===== src/design/smu3_pkg.sv =====
`timescale 1ns / 1ps
`default_nettype none

package smu3_pkg;

	// Default element width and width of the result value field
	localparam int ELEM_WIDTH_DEF = 8;
	localparam int VAL_W          = 25;

	// Operation codes carried by the mode field; the spare code does nothing
	typedef enum logic [2:0] {
		MODE_LOAD = 3'd0,
		MODE_ADD  = 3'd1,
		MODE_SUB  = 3'd2,
		MODE_MUL  = 3'd3,
		MODE_DET  = 3'd4,
		MODE_TRN  = 3'd5,
		MODE_HOM  = 3'd6,
		MODE_NONE = 3'd7
	} mode_t;

	// Sequencer states
	typedef enum logic [1:0] {
		S_IDLE,
		S_CALC,
		S_EMIT
	} state_t;

	// Control of the shared multiply-accumulate unit
	typedef struct packed {
		logic p_load;    // load partial product with the element
		logic p_mul;     // partial product times element
		logic use_p;     // multiplier takes the partial product as first operand
		logic acc_en;    // accumulate the product
		logic acc_clear; // start a fresh sum
		logic acc_neg;   // subtract instead of add
	} mac_ctrl_t;

	// Row-major store index of element (r, c)
	function automatic logic [3:0] elem_idx(input logic [1:0] r, input logic [1:0] c);
		elem_idx = 4'({r, 1'b0}) + 4'(r) + 4'(c);
	endfunction

	// Element {row, col} of one factor of a Sarrus term; terms three to five are negative
	function automatic logic [3:0] det_rc(input logic [2:0] term, input logic [1:0] sub);
		logic [5:0] cols;
		logic [1:0] c;
		case (term)
			3'd0:    cols = 6'b00_01_10;
			3'd1:    cols = 6'b01_10_00;
			3'd2:    cols = 6'b10_00_01;
			3'd3:    cols = 6'b00_10_01;
			3'd4:    cols = 6'b01_00_10;
			3'd5:    cols = 6'b10_01_00;
			default: cols = 6'b00_01_10;
		endcase
		case (sub)
			2'd0:    c = cols[5:4];
			2'd1:    c = cols[3:2];
			default: c = cols[1:0];
		endcase
		det_rc = {sub, c};
	endfunction

endpackage

`default_nettype wire


===== src/design/smu3_in_if.sv =====
`timescale 1ns / 1ps
`default_nettype none

interface smu3_in_if;
	logic              valid;
	logic              ready;
	logic [2:0]        mode;
	logic              matrix_select;
	logic [1:0]        row_index;
	logic [1:0]        col_index;
	logic signed [7:0] element_value;

	modport source (
		output valid, mode, matrix_select, row_index, col_index, element_value,
		input  ready
	);
	modport sink (
		input  valid, mode, matrix_select, row_index, col_index, element_value,
		output ready
	);
endinterface

`default_nettype wire


===== src/design/smu3_out_if.sv =====
`timescale 1ns / 1ps
`default_nettype none

interface smu3_out_if;
	logic                             valid;
	logic                             ready;
	logic [1:0]                       out_row;
	logic [1:0]                       out_col;
	logic signed [smu3_pkg::VAL_W-1:0] out_value;
	logic                             last;

	modport source (
		output valid, out_row, out_col, out_value, last,
		input  ready
	);
	modport sink (
		input  valid, out_row, out_col, out_value, last,
		output ready
	);
endinterface

`default_nettype wire


===== src/design/smu3_mac.sv =====
`timescale 1ns / 1ps
`default_nettype none

module smu3_mac #(
	parameter int ELEM_WIDTH = smu3_pkg::ELEM_WIDTH_DEF
) (
	input  wire logic                               clk,
	input  wire smu3_pkg::mac_ctrl_t                ctrl,
	input  wire logic signed [ELEM_WIDTH-1:0]       x,
	input  wire logic signed [ELEM_WIDTH-1:0]       y,
	output logic signed [3*ELEM_WIDTH+2:0]          acc
);

	localparam int P_W    = 2 * ELEM_WIDTH;
	localparam int PROD_W = 3 * ELEM_WIDTH;
	localparam int ACC_W  = 3 * ELEM_WIDTH + 3;

	logic signed [P_W-1:0]    p_q;
	logic signed [P_W-1:0]    mul_x;
	logic signed [PROD_W-1:0] prod;
	logic signed [ACC_W-1:0]  acc_q;
	logic signed [ACC_W-1:0]  base;

	// Pick first operand and form the single shared product
	assign mul_x = ctrl.use_p ? p_q : P_W'(x);
	assign prod  = PROD_W'(mul_x) * PROD_W'(y);
	assign base  = ctrl.acc_clear ? '0 : acc_q;

	// Hold partial product of a Sarrus term
	always_ff @(posedge clk) begin
		if (ctrl.p_load) begin
			p_q <= P_W'(y);
		end else if (ctrl.p_mul) begin
			p_q <= prod[P_W-1:0];
		end
	end

	// Accumulate or subtract the product
	always_ff @(posedge clk) begin
		if (ctrl.acc_en) begin
			if (ctrl.acc_neg) begin
				acc_q <= base - ACC_W'(prod);
			end else begin
				acc_q <= base + ACC_W'(prod);
			end
		end
	end

	assign acc = acc_q;

endmodule

`default_nettype wire


===== src/design/small_matrix_unit_3x3.sv =====
// Load: one item per cycle while idle, no result. Add, subtract, transpose: nine results at
// one a cycle unless the output stalls, homogeneous: sixteen; the first result is registered
// once the output register is free. Multiply: per element, three passes of the shared
// multiply-accumulate, then one emit. Determinant: six terms of three multiplier passes
// each, then one emit. A new item is taken only once the previous run has been handed to the
// output register. Asynchronous reset clears both matrix stores, sequencer and output valid.
`timescale 1ns / 1ps
`default_nettype none

module small_matrix_unit_3x3 #(
	parameter int ELEM_WIDTH = smu3_pkg::ELEM_WIDTH_DEF
) (
	input wire logic    clk,
	input wire logic    arst_n,
	smu3_in_if.sink     cmd,
	smu3_out_if.source  res
);

	localparam int ACC_W = 3 * ELEM_WIDTH + 3;
	localparam int EXT_W = ACC_W + smu3_pkg::VAL_W;
	localparam logic signed [EXT_W-1:0] SAT_HI = EXT_W'((64'sd1 <<< (smu3_pkg::VAL_W - 1)) - 1);
	localparam logic signed [EXT_W-1:0] SAT_LO = -SAT_HI - EXT_W'(1);

	smu3_pkg::state_t state_q, state_d;
	smu3_pkg::mac_ctrl_t mac_ctrl;

	logic [8:0][ELEM_WIDTH-1:0] a_q;
	logic [8:0][ELEM_WIDTH-1:0] b_q;

	logic [2:0] mode_q;
	logic       sel_q;
	logic [1:0] row_q, col_q, step_q;
	logic [2:0] term_q;

	logic        fire;
	logic [3:0]  wr_idx;
	logic [3:0]  ra, rb;
	logic [3:0]  ia, ib;
	logic [3:0]  det_pos;
	logic signed [ELEM_WIDTH-1:0] elem_a, elem_b, elem_s, mac_y;
	logic signed [ACC_W-1:0] acc;
	logic signed [ACC_W-1:0] simple_v, emit_v;
	logic signed [EXT_W-1:0] emit_ext;
	logic signed [smu3_pkg::VAL_W-1:0] sat_v;
	logic [1:0]  lim;
	logic        row_end, col_end, last_n, calc_mode;
	logic        slot_free, load_out;

	logic        out_valid_q;
	logic [1:0]  out_row_q, out_col_q;
	logic signed [smu3_pkg::VAL_W-1:0] out_value_q;
	logic        out_last_q;

	assign fire      = cmd.valid && cmd.ready;
	assign cmd.ready = (state_q == smu3_pkg::S_IDLE);
	assign wr_idx    = smu3_pkg::elem_idx(cmd.row_index, cmd.col_index);
	assign det_pos   = smu3_pkg::det_rc(term_q, step_q);
	assign calc_mode = (mode_q == smu3_pkg::MODE_MUL) || (mode_q == smu3_pkg::MODE_DET);

	// Write the matrix stores on a load transfer inside the matrix
	always_ff @(posedge clk or negedge arst_n) begin
		if (!arst_n) begin
			a_q <= '0;
			b_q <= '0;
		end else if (fire && cmd.mode == smu3_pkg::MODE_LOAD &&
		             cmd.row_index != 2'd3 && cmd.col_index != 2'd3) begin
			if (cmd.matrix_select) begin
				b_q[wr_idx] <= ELEM_WIDTH'(cmd.element_value);
			end else begin
				a_q[wr_idx] <= ELEM_WIDTH'(cmd.element_value);
			end
		end
	end

	// Steer read addresses for the running operation
	always_comb begin
		unique case (mode_q) inside
			smu3_pkg::MODE_MUL: begin
				ra = {row_q, step_q};
				rb = {step_q, col_q};
			end
			smu3_pkg::MODE_DET: begin
				ra = det_pos;
				rb = det_pos;
			end
			smu3_pkg::MODE_TRN: begin
				ra = {col_q, row_q};
				rb = {col_q, row_q};
			end
			default: begin
				ra = {row_q, col_q};
				rb = {row_q, col_q};
			end
		endcase
	end

	// Read one element of each store; the added row and column read as zero
	always_comb begin
		ia = smu3_pkg::elem_idx(ra[3:2], ra[1:0]);
		ib = smu3_pkg::elem_idx(rb[3:2], rb[1:0]);
		elem_a = (ra[3:2] != 2'd3 && ra[1:0] != 2'd3) ? a_q[ia] : '0;
		elem_b = (rb[3:2] != 2'd3 && rb[1:0] != 2'd3) ? b_q[ib] : '0;
		elem_s = sel_q ? elem_b : elem_a;
		mac_y  = (mode_q == smu3_pkg::MODE_MUL) ? elem_b : elem_s;
	end

	smu3_mac #(
		.ELEM_WIDTH(ELEM_WIDTH)
	) u_mac (
		.clk  (clk),
		.ctrl (mac_ctrl),
		.x    (elem_a),
		.y    (mac_y),
		.acc  (acc)
	);

	// Form add, subtract and copy results, pick them or the accumulator, and saturate to the result field
	always_comb begin
		case (mode_q)
			smu3_pkg::MODE_ADD: simple_v = ACC_W'(elem_a) + ACC_W'(elem_b);
			smu3_pkg::MODE_SUB: simple_v = ACC_W'(elem_a) - ACC_W'(elem_b);
			smu3_pkg::MODE_HOM: begin
				if (row_q == 2'd3 && col_q == 2'd3) begin
					simple_v = ACC_W'(1);
				end else begin
					simple_v = ACC_W'(elem_s);
				end
			end
			default:            simple_v = ACC_W'(elem_s);
		endcase
		emit_v   = calc_mode ? acc : simple_v;
		emit_ext = EXT_W'(emit_v);
		if (emit_ext > SAT_HI) begin
			sat_v = SAT_HI[smu3_pkg::VAL_W-1:0];
		end else if (emit_ext < SAT_LO) begin
			sat_v = SAT_LO[smu3_pkg::VAL_W-1:0];
		end else begin
			sat_v = emit_ext[smu3_pkg::VAL_W-1:0];
		end
	end

	// Track position in the result grid
	always_comb begin
		lim     = (mode_q == smu3_pkg::MODE_HOM) ? 2'd3 : 2'd2;
		row_end = (row_q == lim);
		col_end = (col_q == lim);
		last_n  = (mode_q == smu3_pkg::MODE_DET) || (row_end && col_end);
	end

	assign slot_free = !out_valid_q || res.ready;

	// Next state
	always_comb begin
		state_d = state_q;
		unique case (state_q)
			smu3_pkg::S_IDLE: begin
				if (fire) begin
					unique case (cmd.mode) inside
						smu3_pkg::MODE_ADD, smu3_pkg::MODE_SUB,
						smu3_pkg::MODE_TRN, smu3_pkg::MODE_HOM: state_d = smu3_pkg::S_EMIT;
						smu3_pkg::MODE_MUL, smu3_pkg::MODE_DET: state_d = smu3_pkg::S_CALC;
						default:                                state_d = smu3_pkg::S_IDLE;
					endcase
				end
			end
			smu3_pkg::S_CALC: begin
				if (step_q == 2'd2 &&
				    (mode_q == smu3_pkg::MODE_MUL || term_q == 3'd5)) begin
					state_d = smu3_pkg::S_EMIT;
				end
			end
			smu3_pkg::S_EMIT: begin
				if (slot_free) begin
					if (last_n) begin
						state_d = smu3_pkg::S_IDLE;
					end else if (mode_q == smu3_pkg::MODE_MUL) begin
						state_d = smu3_pkg::S_CALC;
					end
				end
			end
			default: state_d = smu3_pkg::S_IDLE;
		endcase
	end

	// Sequencer outputs: multiply-accumulate control and output load
	always_comb begin
		mac_ctrl = '0;
		load_out = 1'b0;
		unique case (state_q)
			smu3_pkg::S_CALC: begin
				if (mode_q == smu3_pkg::MODE_MUL) begin
					mac_ctrl.acc_en    = 1'b1;
					mac_ctrl.acc_clear = (step_q == 2'd0);
				end else begin
					mac_ctrl.p_load    = (step_q == 2'd0);
					mac_ctrl.p_mul     = (step_q == 2'd1);
					mac_ctrl.use_p     = (step_q != 2'd0);
					mac_ctrl.acc_en    = (step_q == 2'd2);
					mac_ctrl.acc_clear = (term_q == 3'd0);
					mac_ctrl.acc_neg   = (term_q >= 3'd3);
				end
			end
			smu3_pkg::S_EMIT: load_out = slot_free;
			default: ;
		endcase
	end

	// Advance state and counters
	always_ff @(posedge clk or negedge arst_n) begin
		if (!arst_n) begin
			state_q <= smu3_pkg::S_IDLE;
			mode_q  <= smu3_pkg::MODE_LOAD;
			sel_q   <= 1'b0;
			row_q   <= 2'd0;
			col_q   <= 2'd0;
			step_q  <= 2'd0;
			term_q  <= 3'd0;
		end else begin
			state_q <= state_d;
			if (fire) begin
				mode_q <= cmd.mode;
				sel_q  <= cmd.matrix_select;
				row_q  <= 2'd0;
				col_q  <= 2'd0;
				step_q <= 2'd0;
				term_q <= 3'd0;
			end else if (state_q == smu3_pkg::S_CALC) begin
				if (step_q == 2'd2) begin
					step_q <= 2'd0;
					term_q <= term_q + 3'd1;
				end else begin
					step_q <= step_q + 2'd1;
				end
			end else if (load_out && !last_n) begin
				step_q <= 2'd0;
				if (col_end) begin
					col_q <= 2'd0;
					row_q <= row_q + 2'd1;
				end else begin
					col_q <= col_q + 2'd1;
				end
			end
		end
	end

	// Hold output valid until the transfer
	always_ff @(posedge clk or negedge arst_n) begin
		if (!arst_n) begin
			out_valid_q <= 1'b0;
		end else if (load_out) begin
			out_valid_q <= 1'b1;
		end else if (res.ready) begin
			out_valid_q <= 1'b0;
		end
	end

	// Capture result payload
	always_ff @(posedge clk) begin
		if (load_out) begin
			out_row_q   <= row_q;
			out_col_q   <= col_q;
			out_value_q <= sat_v;
			out_last_q  <= last_n;
		end
	end

	assign res.valid     = out_valid_q;
	assign res.out_row   = out_row_q;
	assign res.out_col   = out_col_q;
	assign res.out_value = out_value_q;
	assign res.last      = out_last_q;

	// An operation transfer makes the block busy
	a_busy_after_op: assert property (@(posedge clk) disable iff (!arst_n)
		fire && cmd.mode != smu3_pkg::MODE_LOAD && cmd.mode != smu3_pkg::MODE_NONE
		|=> !cmd.ready)
		else $error("block ready right after taking an operation");

	// Stores change only on a load transfer
	a_store_hold: assert property (@(posedge clk) disable iff (!arst_n)
		!(fire && cmd.mode == smu3_pkg::MODE_LOAD) |=> $stable(a_q) && $stable(b_q))
		else $error("matrix store changed without a load");

	// Inner step never passes the third factor
	a_step_range: assert property (@(posedge clk) disable iff (!arst_n)
		state_q == smu3_pkg::S_CALC |-> step_q != 2'd3)
		else $error("multiply step out of range");

	// The final result of a run returns the sequencer to idle
	a_last_idle: assert property (@(posedge clk) disable iff (!arst_n)
		load_out && last_n |=> state_q == smu3_pkg::S_IDLE)
		else $error("sequencer busy after final result");

endmodule

`default_nettype wire


===== src/flat_wrapper.sv =====
// flat-port wrapper written by rule: the top's interface ports become plain ports
module small_matrix_unit_3x3_flat 
#(
	parameter int ELEM_WIDTH = smu3_pkg::ELEM_WIDTH_DEF
)
  (clk, arst_n, cmd_valid, cmd_mode, cmd_matrix_select, cmd_row_index, cmd_col_index, cmd_element_value, cmd_ready, res_valid, res_out_row, res_out_col, res_out_value, res_last, res_ready);
  smu3_in_if cmd_i ();
  smu3_out_if res_i ();
  input wire logic clk;
  input wire logic arst_n;
  input wire logic [$bits(cmd_i.valid)-1:0] cmd_valid;
  input wire logic [$bits(cmd_i.mode)-1:0] cmd_mode;
  input wire logic [$bits(cmd_i.matrix_select)-1:0] cmd_matrix_select;
  input wire logic [$bits(cmd_i.row_index)-1:0] cmd_row_index;
  input wire logic [$bits(cmd_i.col_index)-1:0] cmd_col_index;
  input wire logic [$bits(cmd_i.element_value)-1:0] cmd_element_value;
  output wire logic [$bits(cmd_i.ready)-1:0] cmd_ready;
  output wire logic [$bits(res_i.valid)-1:0] res_valid;
  output wire logic [$bits(res_i.out_row)-1:0] res_out_row;
  output wire logic [$bits(res_i.out_col)-1:0] res_out_col;
  output wire logic [$bits(res_i.out_value)-1:0] res_out_value;
  output wire logic [$bits(res_i.last)-1:0] res_last;
  input wire logic [$bits(res_i.ready)-1:0] res_ready;
  assign cmd_i.valid = cmd_valid;
  assign cmd_i.mode = cmd_mode;
  assign cmd_i.matrix_select = cmd_matrix_select;
  assign cmd_i.row_index = cmd_row_index;
  assign cmd_i.col_index = cmd_col_index;
  assign cmd_i.element_value = cmd_element_value;
  assign cmd_ready = cmd_i.ready;
  assign res_valid = res_i.valid;
  assign res_out_row = res_i.out_row;
  assign res_out_col = res_i.out_col;
  assign res_out_value = res_i.out_value;
  assign res_last = res_i.last;
  assign res_i.ready = res_ready;
  small_matrix_unit_3x3 #(.ELEM_WIDTH(ELEM_WIDTH)) u_core (.clk(clk), .arst_n(arst_n), .cmd(cmd_i), .res(res_i));
endmodule

===== config.mk =====
export PLATFORM = sky130hd
export DESIGN_NAME = small_matrix_unit_3x3_flat
export DESIGN_NICKNAME = d
export VERILOG_FILES = /design/src/design/smu3_pkg.sv /design/src/design/smu3_in_if.sv /design/src/design/smu3_out_if.sv /design/src/design/smu3_mac.sv /design/src/design/small_matrix_unit_3x3.sv /design/src/flat_wrapper.sv
export SDC_FILE = /design/constraint.sdc
export NUM_CORES = 1
export LEC_CHECK = 0
export BUFFER_PORTS_ARGS = -buffer_cell sky130_fd_sc_hd__buf_2
export CAP_MARGIN = 10
export CORE_MARGIN = 2
export CORE_UTILIZATION = 46
export DETAILED_ROUTE_END_ITERATION = 8
export MAX_ROUTING_LAYER = met4
export PLACE_DENSITY = 0.71
export SETUP_SLACK_MARGIN = 0.15
export SLEW_MARGIN = 20
export SYNTH_ARGS = -nofsm -noshare
export SYNTH_HDL_FRONTEND = slang
export SYNTH_SLANG_ARGS = --single-unit

===== constraint.sdc =====
create_clock -name clk -period 9.85 [get_ports clk]
set_input_delay 1.4775 -clock clk [delete_from_list [all_inputs] [get_ports clk]]
set_output_delay 1.4775 -clock clk [all_outputs]
set_load 0.01 [all_outputs]

### After elaboration in Yosys (flattened, before gate mapping)

Index checks and enable logic that the tools add are counted.

* add/sub/neg operators: 14
* $mul: 1
* $lt $le $gt $ge: 7
* eq/ne operators: 36
* mux-type cells: 55
* bitwise gates (word level): 1
* reductions and logical operators: 37

Operators by type and width (count)
* 72-bit bitwise mux: 2
* 27-bit two-way mux: 4
* 27-bit one-hot mux with 3 select lines: 1
* 8-bit binary-select mux with 4-bit select: 2
* 8-bit two-way mux: 7
* 16-bit two-way mux: 3
* 2-bit two-way mux: 18
* 8-bit demux with 4-bit select: 1
* 6-bit one-hot mux with 5 select lines: 1
* 27-bit by 24-bit adder with 27-bit output: 1
* 27-bit by 25-bit greater-than comparator with 1-bit output, second input constant: 1
* 27-bit by 25-bit less-than comparator with 1-bit output, second input constant: 1
* 27-bit by 24-bit subtractor with 27-bit output: 1
* 25-bit two-way mux: 1
* 3-bit equality test, second input constant: 8
* 16-bit by 8-bit multiplier with 24-bit output: 1
* 4-bit one-hot mux with 3 select lines: 2
* 3-bit by 2-bit equality test with 1-bit output, second input constant: 6
* 4-bit by 5-bit less-than comparator with 1-bit output, second input constant: 3
* 2-bit inequality test, second input constant: 7
* 2-bit nonzero test: 7
* 3-bit by 2-bit adder with 4-bit output: 3
* 4-bit by 2-bit adder with 4-bit output: 3
* 3-bit two-way mux: 4
* 28 further kinds: 63

* bits in registers: 233
* output and inout port bits: 32
* logic and storage cells: 183

### Depth between registers and ports, before layout

* word-level depth: 15
* mapped depth: 51
* mapped depth without buffers: 47

### Cells and area by module

Synthesis repeated with hierarchy kept, for this count alone.

* cell total of the unflattened synthesis: 1771
* area, all modules: 18758.0 sq um

By module, submodules not included
* small_matrix_unit_3x3: instances 1, cells each 862, area an instance 10466.3 sq um, seq. area each 4904.7 sq um
* smu3_mac: instances 1, cells each 909, area an instance 8291.7 sq um, seq. area each 1291.2 sq um

### Worst setup path after synthesis

OpenSTA, ideal clock, no wires.

* kind: register to register
* start point: reg u_core.term_q[2]
* end point: reg u_core.u_mac.acc_q[26], in the netlist u_core.u_mac.acc[26] (data pin)
* setup time: 268 ps
* data arrival time: 10586 ps
* required time: 9582 ps
* setup slack: -1003 ps
* cell stages (with the launch flop): 45
* path through: dfrtp_1 -> inv_1 -> ha_1 -> nor2b_1 -> o21ai_0 -> a21oi_1 -> a21oi_2 -> fa_1 -> inv_1 -> ha_1 -> clkbuf_1 -> buf_1 -> mux4_2 -> mux2_2 -> a22oi_1 -> inv_1 -> o211ai_1 -> nor2_1 -> (+9 left out) -> inv_1 -> ha_1 -> a21o_1 -> a2111oi_4 -> nor2b_1 -> a311o_1 -> o21a_1 -> xor2_1 -> or2_1 -> o21ai_0 -> xor2_1 -> ha_1 -> a21o_1 -> a21o_1 -> nor4_1 -> o21bai_1 -> a21oi_1 -> xnor3_1

* cells in the longest elaborated chain, start to end: 13
* elaborated cells on any way between the ends: 34
* classes of those cells: add/sub (4); mul (1); order compare (1); eq/ne (7); mux (18); reduce/logical (3)

RTL lines
* start, declared: RTL line small_matrix_unit_3x3.sv:33 `logic [2:0] term_q;`
* start signal, assigned: RTL line small_matrix_unit_3x3.sv:230 `term_q <= term_q + 3'd1;`
* 3-bit equality test, or another cell as far along: RTL line smu3_pkg.sv:48 `case (term)`
* 6-bit one-hot mux with 5 select lines: RTL line smu3_pkg.sv:48
* 2-bit one-hot mux with 2 select lines: RTL line smu3_pkg.sv:57 `case (sub)`
* 4-bit one-hot mux with 3 select lines: RTL line small_matrix_unit_3x3.sv:77 `unique case (mode_q) inside`
* 4-bit by 2-bit adder with 4-bit output: RTL line smu3_pkg.sv:41 `elem_idx = 4'({r, 1'b0}) + 4'(r) + 4'(c);`
* 8-bit binary-select mux with 4-bit select, on equally long branches: RTL line small_matrix_unit_3x3.sv:101, small_matrix_unit_3x3.sv:102
* 8-bit two-way mux, on equally long branches (2 in a row): RTL line small_matrix_unit_3x3.sv:101, small_matrix_unit_3x3.sv:102
* 8-bit two-way mux: RTL line small_matrix_unit_3x3.sv:103 `elem_s = sel_q ? elem_b : elem_a;`
* 8-bit two-way mux: RTL line small_matrix_unit_3x3.sv:104 `mac_y = (mode_q == smu3_pkg::MODE_MUL) ? elem_b : elem_s;`
* 16-bit by 8-bit multiplier with 24-bit output: RTL line smu3_mac.sv:26 `assign prod = PROD_W'(mul_x) * PROD_W'(y);`
* 27-bit by 24-bit adder with 27-bit output or 27-bit by 24-bit subtractor with 27-bit output (tied branches): RTL line smu3_mac.sv:44, smu3_mac.sv:42
* 27-bit two-way mux *: RTL line smu3_mac.sv:41 `if (ctrl.acc_neg) begin`
* end signal, assigned: RTL line smu3_mac.sv:42 `acc_q <= base - ACC_W'(prod);`
* end signal, assigned: RTL line smu3_mac.sv:44 `acc_q <= base + ACC_W'(prod);`
* end, declared: RTL line smu3_mac.sv:21 `logic signed [ACC_W-1:0] acc_q;`

Mark *: on every way between the ends. The rest lies on a longest branch, timed or not. The select of a mux whose other input is x is not followed.
A chain may end at the register's enable or synchronous reset.

### Worst setup path after layout

* start point: reg u_core.term_q[1]
* end point: reg u_core.u_mac.acc_q[26], in the netlist u_core.u_mac.acc[26] (data pin)

The elaborated chain is that of the path after synthesis.

==> flow_metrics.env <==
export IMPL_h_tree_depth=1
export IMPL_critical_path_class="reg2reg"
export IMPL_drive_above_1_share_pct=39.1
export IMPL_dieArea_um2=42300
export IMPL_grtUsageMet2_pct=41.5
export IMPL_gr_total_overflow=0
export IMPL_antenna_found_initial=0
export IMPL_multi_input_area_um2=12700
export IMPL_fin_util_pct=61.5
export IMPL_grt_setup_unrepaired="yes"
export IMPL_vias=15600
export IMPL_async_reset_ff_share_pct=68.7
export IMPL_io_buffers=51
export IMPL_relSlewSlack_pct=24.3
export IMPL_cp_slowest_cell="fa_1"
export IMPL_ys_ff_latch=233
export IMPL_wl_per_cell_um=19.3
export IMPL_crit_arrival_ns=10.88
export IMPL_grt_max_degree=94
export IMPL_synth_edf_count=73
export IMPL_place_hpwl_mm=38.9
export IMPL_violations="setup timing"
export IMPL_use_met3_pct=3.06
export IMPL_synth_warnings=0
export IMPL_place_gp_congestion=0.961
export IMPL_yosysTopAreaCellShare_pct=21.4
export IMPL_drcViolationCount=0
export IMPL_grt_usage_pct=26.4
export IMPL_drtAntennaViolNets=0
export IMPL_cap_violations=0
export IMPL_ys_types=77
export IMPL_path_max_fanout=8
export IMPL_first_pass_iters=5
export IMPL_cpPeakStageDelay_ns=0.53
export IMPL_die_h_um=206
export IMPL_drt_initial_drc_count=1159
export IMPL_clock_fmax_mhz=94.6
export IMPL_grt_pass1_wl_mm=85.4
export IMPL_yosysSeqAreaShare_pct=33.1
export IMPL_drv_slew=0
export IMPL_cts_max_path_buffers=3
export IMPL_busiest_layer="met2"
export IMPL_cts_sinks=233
export IMPL_fin_worst_skew_ns=0.0186
export IMPL_synth_most_common_cell="nor2_1"
export IMPL_synthTopCellsByArea="dfrtp_1 (21%), fa_1 (12%), edfxtp_1 (12%)"
export IMPL_synth_nets=2068
export IMPL_cts_made_buffers=27
export IMPL_clkTransAtPathRegs_ns=0.06
export IMPL_fin_nets=2456
export IMPL_dp_cells=2652
export IMPL_status="finished with violations"
export IMPL_cp_start_kind="register"
export IMPL_hold_viol=0
export IMPL_netlist_area_um2=18700
export IMPL_insertedDiodeCount=0
export IMPL_fin_setup_tns_ns=-5.72
export IMPL_syn_avg_cell_area_um2=10.2
export IMPL_cp_end_kind="register"
export IMPL_cts_tree="built"
export IMPL_post_route_min_period_ns=10.57
export IMPL_area_growth_pct=31.4
export IMPL_synthFlopType="dfrtp_1"
export IMPL_yosysTopAreaCell="dfrtp_1"
export IMPL_yosys_top_cells_count="nor2_1 (220), inv_1 (189), dfrtp_1 (160), mux2_2 (160), fa_1 (111)"
export IMPL_critPathRequiredTime_ns=10.15
export IMPL_layout_setup_ws_ns=-0.724
export IMPL_fin_crit_sh_pct=107
export IMPL_dieWidth_um=206
export IMPL_netlist_instances=1842
export IMPL_met1_usage_pct=36.7
export IMPL_cts_hold_buf=0
export IMPL_via_per_inst=5.61
export IMPL_drt_total_wl_mm=53.7
export IMPL_clock_latency_ns=0.57
export IMPL_cts_root_buf="clkbuf_16"
export IMPL_rows=73
export IMPL_start_util_pct=46.8
export IMPL_fp_coreArea_um2=40000
export IMPL_io_pins=52
export IMPL_n_fill_cell=3153
export IMPL_worst_pin_slew_ns=1.13
export IMPL_setup_viol=13
export IMPL_min_path_type="reg2reg"
export IMPL_stdcell_count=2774
export IMPL_grt_pass1_vias=15900
export IMPL_register_area_um2=6200
[area by class of cell]
class	instances	area share, %
Clock buffer	40	3.28
Clock inverter	8	0.346
Inverter	189	2.88
Multi-Input combinational cell	1344	51.7
Sequential cell	233	25.2
Tap cell	525	2.67
Timing Repair Buffer	435	13.9
[cell families (layout without fill, tap and decap cells)]
| kind of cell | Yosys count | count (layout) | share of synthesized area [%] |
|---|---|---|---|
| adder cells (fa/ha/maj) | 206 | 206 | 18.2 |
| multiplexers | 211 | 211 | 14.5 |
| XOR/XNOR | 81 | 81 | 3.86 |
| AND/OR/NAND/NOR | 536 | 536 | 14.0 |
| buffers and inverters | 265 | 672 | 5.41 |
| flip-flops | 233 | 233 | 33.1 |
| AO/OA/AOI/OAI | 310 | 310 | 10.9 |
[registers in the layout, indices dropped and copies added (netlist names)]
name                  cells
u_core.a_q               72
u_core.b_q               72
u_core.col_q              2
u_core.mode_q             3
u_core.res.last           1
u_core.res.out_col        2
u_core.res.out_row        2
u_core.res.out_value     25
u_core.res.valid          1
u_core.row_q              2
u_core.sel_q              1
u_core.state_q            2
u_core.step_q             2
u_core.term_q             3
u_core.u_mac.acc         27
u_core.u_mac.p_q         16
[per-stage QoR]
step | cell area [um^2] | hold WS (ns) | worst slack (ns)
3_3_place_gp | 22000 | 0.483 | -0.953
5_1_grt | 24600 | 0.507 | -1.14
3_5_place_dp | 22000 | 0.489 | -1.18
2_1_floorplan | 19100 | 0.449 | -0.105
4_1_cts | 23800 | 0.502 | -0.671
6_report | 24600 | 0.502 | -0.724
[worst max-delay path, delay by kind of cell (launching register included)]
kind	cells	cell delay, ns
adders and majority gates	10	3.94
AOI/OAI and AO/OA	13	2.23
buffers and inverters	15	1.69
and+or+nand+nor	7	1.28
xor gates and xnor gates	3	0.64
DFF	1	0.45
muxes	1	0.05
[cell usage in the layout (no fill, tap or decap), types with 17 or more instances in the layout]
cell / n
buf_4: 333
nor2_1: 205
inv_1: 173
dfrtp_1: 159
mux2_2: 157
fa_1: 109
a21oi_1: 84
nand2_1: 75
edfxtp_1: 73
ha_1: 70
nor2b_1: 50
buf_2: 50
xnor2_1: 42
buf_6: 41
mux4_2: 32
clkbuf_16: 29
nand3_1: 27
nand2b_1: 25
o21ai_0: 25
xor2_1: 24
a21o_1: 21
ha_4: 18
mux2i_1: 17
[final timing paths]
kind | startpoint | to | slack, ns | cells after the start
max | u_core.term_q[1] | u_core.u_mac.acc[26] | -0.72 | 49
min | u_core.b_q[17] | u_core.b_q[17] | 0.50 | 1
max reg2reg | u_core.term_q[1] | u_core.u_mac.acc[26] | -0.72 | 49
min reg2reg | u_core.b_q[17] | u_core.b_q[17] | 0.50 | 1
max in group asynchronous | arst_n | u_core.a_q[69] | 7.49 | 2
min in group asynchronous | arst_n | u_core.b_q[14] | 0.99 | 1
[metal layers]
metal  part of all wire [%]  vias up
met4                    2.6        0
met3                    6.1       94
li1                       -     7142
met1                     44     7844
met5                      0        -
met2                     47      485
[timing repair]
action                                  4_1_cts  5_1_grt
pin swaps                                    54       73
gates resized for setup                     107      120
endpoints found under the setup margin       16       18
setup buffers                                46       28
Power is not shown: default switching activity piles up to over one toggle a cycle in this logic, so the estimate is an artifact.
